===== config.mk =====
export PLATFORM = sky130hd
export DESIGN_NAME = mbp_ctrl
export DESIGN_NICKNAME = d
export VERILOG_FILES = /design/src/mbp_pkg.sv /design/src/mbp_ctrl.sv
export SDC_FILE = /design/constraint.sdc
export NUM_CORES = 1
export LEC_CHECK = 0
export ABC_AREA = 0
export BUFFER_PORTS_ARGS = -buffer_cell sky130_fd_sc_hd__buf_2
export CORE_MARGIN = 8
export CORE_UTILIZATION = 35
export CTS_CLUSTER_SIZE = 8
export DETAILED_ROUTE_END_ITERATION = 12
export PLACE_DENSITY = 0.59
export SYNTH_ARGS = -nofsm -noshare
export SYNTH_HDL_FRONTEND = slang
export SYNTH_SLANG_ARGS = --single-unit

===== constraint.sdc =====
create_clock -name i_clk -period 1.45 [get_ports i_clk]
set_input_delay 0.29 -clock i_clk [delete_from_list [all_inputs] [get_ports i_clk]]
set_output_delay 0.29 -clock i_clk [all_outputs]
set_load 0.01 [all_outputs]

===== src/mbp_pkg.sv =====
// Package for the maximum bottleneck path block.
// Holds default sizes, configuration register indexes, the datapath operation codes
// and the command and status structs. Depends on nothing.
package mbp_pkg;

    localparam int unsigned DEF_MAX_NODES   = 1024;
    localparam int unsigned DEF_MAX_EDGES   = 4096;
    localparam int unsigned DEF_WEIGHT_BITS = 32;

    localparam int unsigned NODE_FIELD_BITS = 10;
    localparam int unsigned COUNT_REG_BITS  = 11;
    localparam int unsigned RESULT_BITS     = 32;
    localparam int unsigned CFG_IDX_BITS    = 2;
    localparam int unsigned CFG_DATA_BITS   = 11;

    localparam logic [CFG_IDX_BITS-1:0] CFG_NODE_COUNT  = 2'd0;
    localparam logic [CFG_IDX_BITS-1:0] CFG_SOURCE_NODE = 2'd1;
    localparam logic [CFG_IDX_BITS-1:0] CFG_TARGET_NODE = 2'd2;

    localparam logic [COUNT_REG_BITS-1:0] NODE_COUNT_RESET = 11'd1024;

    typedef enum logic [4:0] {
        OP_NONE,
        OP_LOAD,
        OP_INIT_BEGIN,
        OP_INIT_STEP,
        OP_SCAN_BEGIN,
        OP_EDGE_RD,
        OP_EDGE_USE,
        OP_PAR_RD,
        OP_STEP,
        OP_ROOT_A_EDGE,
        OP_ROOT_A_QUERY,
        OP_ROOT_B,
        OP_CUR_SRC,
        OP_SZ_RD_A,
        OP_SZ_RD_B,
        OP_UNION,
        OP_FOUND,
        OP_NOT_FOUND
    } t_op;

    typedef struct packed {
        t_op op;
    } t_cmd;

    typedef struct packed {
        logic query_ok;
        logic init_last;
        logic merge_hit;
        logic scan_done;
        logic root_hit;
        logic same_root;
        logic thr_valid;
        logic nxt_valid;
    } t_sts;

endpackage


===== src/mbp_ctrl.sv =====
// Controller: sequences edge loading, forest initialisation, the weight-group
// scans, the root walks and the unions. Drives the datapath by command; uses mbp_pkg.
module mbp_ctrl (
    input  logic          i_clk,
    input  logic          i_rst_n,
    input  logic          i_in_valid,
    input  logic          i_last_edge,
    input  logic          i_out_ready,
    input  mbp_pkg::t_sts i_sts,
    output logic          o_in_ready,
    output logic          o_out_valid,
    output mbp_pkg::t_cmd o_cmd
);
    import mbp_pkg::*;

    typedef enum logic [4:0] {
        S_LOAD, S_START, S_INIT, S_SB, S_ERD, S_EUSE, S_ENEXT,
        S_FA_RD, S_FA_CHK, S_FB_RD, S_FB_CHK, S_CMP, S_SZB, S_UNI,
        S_QA_RD, S_QA_CHK, S_QB_RD, S_QB_CHK, S_QCMP, S_FIN_F, S_FIN_NF
    } t_state;

    t_state r_state;
    t_state n_state;
    logic   r_out_v;
    logic   n_out_v;

    always_comb begin
        n_state  = r_state;
        o_cmd.op = OP_NONE;
        case (r_state)
            S_LOAD: begin
                if (i_in_valid) begin
                    o_cmd.op = OP_LOAD;
                    if (i_last_edge) begin
                        n_state = S_START;
                    end
                end
            end
            S_START: begin
                if (i_sts.query_ok) begin
                    o_cmd.op = OP_INIT_BEGIN;
                    n_state  = S_INIT;
                end else begin
                    n_state = S_FIN_NF;
                end
            end
            S_INIT: begin
                o_cmd.op = OP_INIT_STEP;
                if (i_sts.init_last) begin
                    n_state = S_SB;
                end
            end
            S_SB: begin
                o_cmd.op = OP_SCAN_BEGIN;
                n_state  = S_ERD;
            end
            S_ERD: begin
                o_cmd.op = OP_EDGE_RD;
                n_state  = S_EUSE;
            end
            S_EUSE: begin
                o_cmd.op = OP_EDGE_USE;
                n_state  = i_sts.merge_hit ? S_FA_RD : S_ENEXT;
            end
            S_ENEXT: begin
                if (!i_sts.scan_done) begin
                    n_state = S_ERD;
                end else if (i_sts.thr_valid) begin
                    o_cmd.op = OP_CUR_SRC;
                    n_state  = S_QA_RD;
                end else begin
                    // The first pass only finds the heaviest weight.
                    n_state = S_SB;
                end
            end
            S_FA_RD: begin
                o_cmd.op = OP_PAR_RD;
                n_state  = S_FA_CHK;
            end
            S_FA_CHK: begin
                o_cmd.op = i_sts.root_hit ? OP_ROOT_A_EDGE : OP_STEP;
                n_state  = i_sts.root_hit ? S_FB_RD : S_FA_RD;
            end
            S_FB_RD: begin
                o_cmd.op = OP_PAR_RD;
                n_state  = S_FB_CHK;
            end
            S_FB_CHK: begin
                o_cmd.op = i_sts.root_hit ? OP_ROOT_B : OP_STEP;
                n_state  = i_sts.root_hit ? S_CMP : S_FB_RD;
            end
            S_CMP: begin
                if (i_sts.same_root) begin
                    n_state = S_ENEXT;
                end else begin
                    o_cmd.op = OP_SZ_RD_A;
                    n_state  = S_SZB;
                end
            end
            S_SZB: begin
                o_cmd.op = OP_SZ_RD_B;
                n_state  = S_UNI;
            end
            S_UNI: begin
                o_cmd.op = OP_UNION;
                n_state  = S_ENEXT;
            end
            S_QA_RD: begin
                o_cmd.op = OP_PAR_RD;
                n_state  = S_QA_CHK;
            end
            S_QA_CHK: begin
                o_cmd.op = i_sts.root_hit ? OP_ROOT_A_QUERY : OP_STEP;
                n_state  = i_sts.root_hit ? S_QB_RD : S_QA_RD;
            end
            S_QB_RD: begin
                o_cmd.op = OP_PAR_RD;
                n_state  = S_QB_CHK;
            end
            S_QB_CHK: begin
                o_cmd.op = i_sts.root_hit ? OP_ROOT_B : OP_STEP;
                n_state  = i_sts.root_hit ? S_QCMP : S_QB_RD;
            end
            S_QCMP: begin
                if (i_sts.same_root) begin
                    n_state = S_FIN_F;
                end else if (i_sts.nxt_valid) begin
                    n_state = S_SB;
                end else begin
                    n_state = S_FIN_NF;
                end
            end
            S_FIN_F: begin
                if (!r_out_v) begin
                    o_cmd.op = OP_FOUND;
                    n_state  = S_LOAD;
                end
            end
            S_FIN_NF: begin
                if (!r_out_v) begin
                    o_cmd.op = OP_NOT_FOUND;
                    n_state  = S_LOAD;
                end
            end
            default: n_state = S_LOAD;
        endcase
    end

    always_comb begin
        n_out_v = r_out_v;
        if (r_out_v && i_out_ready) begin
            n_out_v = 1'b0;
        end
        if (o_cmd.op == OP_FOUND || o_cmd.op == OP_NOT_FOUND) begin
            n_out_v = 1'b1;
        end
    end

    always_ff @(posedge i_clk) begin
        if (!i_rst_n) begin
            r_state <= S_LOAD;
            r_out_v <= 1'b0;
        end else begin
            r_state <= n_state;
            r_out_v <= n_out_v;
        end
    end

    assign o_in_ready  = (r_state == S_LOAD);
    assign o_out_valid = r_out_v;
endmodule


==> flow_summary.toml, run 1 <==
[placed_design]
gpl.final_weighted_congestion = 0.929
placed_area_mm2 = 0.00126
dpl_worst_slack_ps = -417
dp_hpwl_um = 2680
port-buffer-count = 19

[drt]
dr.first_iter.drc_count = 112
drt-vias-per-instance = 6.09
drtAntennaViolNets = 0
route.detailed.wl_per_inst_um = 18.9
routed-via-count = 1357
first_pass_iters = 4
detail_route.wirelength_um = 4210
detail_route.drc_violations = 0

[critical_path]
r2r_cells = 8
worstReg2RegEnd = "r_state[2]"
crit_path_top_delay_cell = "dfxtp_4"
crit_path_start_kind = "flop"
cp_data_required_time_ps = 1160
most_frequent_cell_on_the_critical_path = "buf_6"
worst_ep_arrival_time_ps = 1570
critical_path.max_stage_delay_ps = 370
rr_startpoint = "r_state[1]"
setup.worst_path.end_class = "output pin"
reg2reg_setup_slack_ps = -290
crit_path_cell_trace = "buf_6, buf_6, nor2b_4, a211oi_2, a21oi_2, a221o_1, buf_2"
critical_path_class = "reg -> out"
cp_max_fo = 6

[cts]
clock_sink_count = 6
tritoncts.num_buffers = 3
cts.reportedPaths.clkPinSlew_ps = 50
cts.root.buffer_cell = "clkbuf_4"
cts.htree.levels = 1
cts_hold_repair.buffers = 0
tritoncts = "done"
number_of_buffers_on_the_longest_clock_path = 2
insertion_delay_ps = 240

[global_routing]
first_global_vias = 1267
global_route.overflow_total = 0
grt_max_degree = 13
number_of_antenna_violations_at_the_first_check_in_global_routing = 0
grt_pass1_wl_um = 5820
track_usage_pct = 16.7

[die]
chip_height_um = 66.0
initial_core_util_pct = 36.0
fp.dieArea_mm2 = 0.00435
design.portCount = 20
core_region_area_mm2 = 0.00243
row_count = 18
die_w_um = 66.0

[power]
power_per_cell_area_mw_per_mm2 = 1760
vdd_ir_drop_max_mv = 1.35
power.static_leakage_uw = 0.000753

[status]
violations = "setup timing"
run_status = "finished with violations"

[synth]
syn-instance-count = 126
synth.net_count = 139
dominantRegCellSynth = "dfxtp_1"
ys.warnings.count = 0
post_synth_num_cell_types = 51
post_synth.cell_area_avg_um2 = 6.94
ys_ff_latch = 6
synth_async_sr_flop_share_pct = 0
synth_edf_count = 0
synth_area_um2 = 875
synth_sequential_area_ratio_pct = 13.7

[hold_path]
holdPathEnd = "r_state[0]"
min_delay_path_depth = 2
hp-class = "in -> reg"
hold_start = "i_rst_n"

[sta]
tightestPinTransition_ps = 418
whs_ps = 328
setup_viol_count_final = 10
worst_clock_skew_ps = 5.38
setup_tns_final_ps = -3000
final-max-slew-violation-count = 0
final_min_period_over_clock_period_pct = 128
unrepaired_setup_endpoints_after_global_routing = "yes"
min_period_ps = 1860
postLayoutSetupSlackWorst_ps = -407
slew_headroom_pct = 71.4
max_freq_mhz = 538
finalHoldViolCount = 0

[finish]
area_growth_from_synthesis_to_final_layout_pct = 97.7
layout_utilization_pct = 71.1
final_area_mm2 = 0.00173
drive_above_1_share_pct = 65.8
antenna-diode-count = 0
final_net_count = 208

[flow_run]
drv.max_cap_violation_count = 0
[sequential cells by signal (all words and copies together) (netlist names)]
signal and flops:
r_state 5, o_out_valid 1
[worst max-delay path, delay by kind of cell, from the launching register on]
| kind | cells | cell delay, ps |
|---|---|---|
| AO/OA/AOI/OAI | 3 | 550 |
| buffers and inverters | 3 | 360 |
| flip-flops | 1 | 370 |
| AND/OR/NAND/NOR | 1 | 40 |
[synth_stat cells, types with 2 or more instances]
cell type	number	area share, %
nand3b_1	2	1.7
nor2_1	10	4.3
dfxtp_1	6	14
inv_1	7	3.0
nand2b_1	4	2.9
and2_1	2	1.4
o21a_1	3	2.6
o2111ai_1	2	2.0
o21ai_0	6	3.4
nand4_1	2	1.4
a32oi_1	3	3.0
nand2_1	6	2.6
a21oi_1	12	6.9
a21o_1	2	1.7
nand3_1	3	1.7
buf_2	7	4.0
o41ai_1	2	2.0
and3b_1	2	2.0
o32ai_1	2	2.0
or2_2	2	1.4
nor3_1	5	2.9
nor2b_1	7	5.0
[power by group]
group	internal (uW)	switching [uW]	total (uW)
sequential	229	109	339
clock	93.3	55.8	149
combinational	1410	1140	2550
total	1740	1300	3040
[metal layers]
metal / up-vias / share of wire [%] / GRT usage [%] / wire length, um
met1: 645 / 38 / 18.4 / 1590
met3: 20 / 7.8 / 1.86 / 326
met2: 77 / 50 / 31.5 / 2120
li1: 615 / - / - / -
met4: 0 / 4.0 / 6.67 / 167
met5: - / 0 / 0 / 0
[placed cells by master (no fill, tap or decap), types with 5 or more instances in the layout]
| master | Yosys | routed |
|---|---|---|
| nor2_1 | 10 | 8 |
| dfxtp_4 | 0 | 5 |
| a21oi_2 | 0 | 5 |
| a21oi_1 | 12 | 6 |
| buf_4 | 0 | 38 |
| inv_1 | 7 | 5 |
| buf_2 | 7 | 17 |
| buf_6 | 1 | 15 |
| nand2_1 | 6 | 5 |
[how the worst max path moves through the flow]
stage | start | endpoint
after global placement | r_state[1] | o_cmd[1]
final | r_state[1] | o_cmd[2]
after CTS | r_state[1] | o_cmd[0]
after floorplan | r_state[0] | r_state[2]
after detailed placement | r_state[1] | o_cmd[1]
after global routing | r_state[0] | o_cmd[0]
[per-stage QoR]
stage          power, uW  instances
2_1_floorplan       1280        126
3_3_place_gp        1880        203
3_5_place_dp        1910        203
4_1_cts             2280        209
5_1_grt             3210        223
6_report            3040        223
[cells by family (layout without fill, tap and decap cells)]
| logic type | after synthesis | after routing | synth area share, % |
|---|---|---|---|
| AOI/OAI and AO/OA | 47 | 47 | 38.9 |
| and+or+nand+nor | 56 | 56 | 38.2 |
| buffers and inverters | 17 | 84 | 9.16 |
| DFF | 6 | 6 | 13.7 |
[cell type report]
cell class | count | area, um^2
multi-input cells | 103 | 885
fillers | 184 | 703
repair buffers | 74 | 619
flip-flops and latches | 6 | 139
well taps | 30 | 37.5
inverters | 7 | 26.3
clock buffers | 3 | 22.5
[what timing repair did]
| action | 4_1_cts | 5_1_grt |
|---|---|---|
| setup buffers | 3 | 13 |
| cloned | 0 | 2 |
| pin swaps | 10 | 22 |
| resized for setup | 33 | 44 |
| setup endpoints to repair | 12 | 12 |
No activity file was read; power rests on OpenSTA's default activity.
==> inputs of run 2 (changes only) <==
ABC_CLOCK_PERIOD_IN_PS = 1450   (was not set)
CELL_PAD_IN_SITES_DETAIL_PLACEMENT = 0   (was not set)
CELL_PAD_IN_SITES_GLOBAL_PLACEMENT = 1   (was not set)
CORE_MARGIN = 2   (was 8)
CORE_UTILIZATION = 34   (was 35)
PLACE_DENSITY = 0.76   (was 0.59)
==> run 2 against run 1 <==
Against the previous run:
- the flow still finishes with violations (setup timing)
- routed wire length shrank 4.6%
- sequential share of layout area up 0.10 points
- combinational power fell by 7.8%
- critical path depth did not move
- utilization shrank 2.8 points
- clock power about the same
- die area shrank 31%
- final area shrank 3.0%
- largest cell class unchanged
- largest power group unchanged
==> flow_summary.toml, run 2 (same netlist as run 1, synthesis figures left out) <==
[status]
run_status = "finished with violations"
violations = "setup timing"

[sta]
final_min_period_over_clock_period_pct = 131
slew_headroom_pct = 63.8
setup_viol_count_final = 11
finalHoldViolCount = 0
setup_tns_final_ps = -3110
tightestPinTransition_ps = 529
min_period_ps = 1900
whs_ps = 331
final-max-slew-violation-count = 0
worst_clock_skew_ps = 1.00
unrepaired_setup_endpoints_after_global_routing = "yes"
max_freq_mhz = 527
postLayoutSetupSlackWorst_ps = -449

[drt]
detail_route.wirelength_um = 4010
route.detailed.wl_per_inst_um = 18.0
routed-via-count = 1320
detail_route.drc_violations = 0
dr.first_iter.drc_count = 59
drt-vias-per-instance = 5.92
drtAntennaViolNets = 0
first_pass_iters = 4

[finish]
final_area_mm2 = 0.00168
drive_above_1_share_pct = 65.3
fillCellCount = 187
largest-register = "r_state"
final_common_cell = "buf_4"
layout_common_cells = "buf_4 (45), buf_2 (18), buf_6 (9), a21oi_1 (7), nor2_1 (7)"
final_net_count = 208
multi_input_area_um2 = 882
area_growth_from_synthesis_to_final_layout_pct = 91.7
antenna-diode-count = 0
max_ffs_per_register = 5
final-seq-area_um2 = 136

[placed_design]
dp_hpwl_um = 2470
port-buffer-count = 19
placed_area_mm2 = 0.00128
dpl_worst_slack_ps = -328
gpl.final_weighted_congestion = 0.908

[critical_path]
critical_path.max_stage_delay_ps = 370
worstReg2RegEnd = "r_state[1]"
cp_data_required_time_ps = 1160
crit_path_top_delay_cell = "dfxtp_4"
worst_ep_arrival_time_ps = 1610
crit_path_start_kind = "flop"
r2r_cells = 6
setup.worst_path.end_class = "output pin"
crit_path_cell_trace = "buf_4, nor3b_4, a21oi_2, o21ai_1, buf_4, a221o_1, buf_2"
timing.critical_path.max_delay_family = "buffers and inverters"
rr_startpoint = "r_state[0]"
critical_path_class = "reg -> out"
most_frequent_cell_on_the_critical_path = "buf_4"
cp_max_fo = 7
path_buf_inv = 3
reg2reg_setup_slack_ps = -350

[die]
row_count = 18
die_w_um = 54.7
core_region_area_mm2 = 0.00245
initial_core_util_pct = 35.6
design.portCount = 20
fp.dieArea_mm2 = 0.00299
chip_height_um = 54.7

[flow_run]
drv.max_cap_violation_count = 0

[power]
power.switching_fraction_pct = 44.3
vdd_ir_drop_max_mv = 1.28
power.static_leakage_uw = 0.000738
comb_power_share_pct = 82.9
power.share.clock_pct = 5.4
power.share.sequential_pct = 11.8
power_per_cell_area_mw_per_mm2 = 1690
design_power_total_uw = 2840
switchingPower_uw = 1260
internal-power_uw = 1580

[cts]
tritoncts.num_buffers = 3
cts.root.buffer_cell = "clkbuf_4"
cts_hold_repair.buffers = 0
clock_sink_count = 6
insertion_delay_ps = 240
cts.htree.levels = 1
number_of_buffers_on_the_longest_clock_path = 2
tritoncts = "done"
cts.reportedPaths.clkPinSlew_ps = 40

[global_routing]
first_global_vias = 1240
track_usage_pct = 27.5
global_route.overflow_total = 0
grt_max_degree = 15
grt_pass1_wl_um = 5870
number_of_antenna_violations_at_the_first_check_in_global_routing = 0

[hold_path]
holdPathEnd = "r_state[3]"
min_delay_path_depth = 2
hp-class = "in -> reg"
hold_start = "i_rst_n"
-- run 2: cell count changes in the layout (fill, tap and decap cells not counted), sizes merged --
cell      delta
inv          -2
clkbuf       -2
buf          +2
clkinvlp     +2
-- run 2: what timing repair did --
action,4_1_cts,5_1_grt
pin swaps,15,14
resized for setup,44,22
buffers inserted,14,3
endpoints found under the setup margin,11,12
-- run 2: power by group through the flow --
stage          sequential (uW)  combinational, uW  clock (uW)
2_1_floorplan              246               1040           0
3_3_place_gp               290               1600           0
3_5_place_dp               289               1620           0
4_1_cts                    318               2020         164
5_1_grt                    340               2500         163
6_report                   334               2350         152
-- run 2: routing by layer --
metal	track usage, %	wire length, um	vias to the layer above
met3	6.01	232	14
li1	-	-	616
met5	0	0	-
met4	6.25	119	0
met2	48.0	2070	56
met1	34.0	1590	634
-- run 2: cell type report --
type / instances / share of cell area [%]
inverters: 7 / 2.01
multi-input cells: 103 / 52.6
repair buffers: 74 / 33.7
well taps: 30 / 2.24
flip-flops and latches: 6 / 8.13
clock buffers: 3 / 1.34
-- run 2: worst max-delay path by stage --
stage	to	depth (start not counted)	start	slack, ps
global placement	r_state[2]	6	r_state[0]	-350
CTS	o_cmd[2]	7	r_state[1]	-400
detailed placement	r_state[2]	6	r_state[0]	-330
floorplan	r_state[2]	6	r_state[0]	-110
global route	o_cmd[2]	7	r_state[0]	-510
finish	o_cmd[2]	7	r_state[0]	-450
-- run 2: worst reg2reg max path: cells and delay by family (launching register included) --
| family | cells | cell delay (ps) |
|---|---|---|
| buffers and inverters | 1 | 180 |
| AO/OA/AOI/OAI | 1 | 120 |
| AND/OR/NAND/NOR | 4 | 1050 |
| flip-flops | 1 | 370 |
-- run 2: through the flow --
step / instances / utilization (%)
finish: 223 / 68.3
detailed placement: 203 / 52.0
global route: 223 / 68.3
CTS: 220 / 63.2
global placement: 203 / 52.0
floorplan: 126 / -
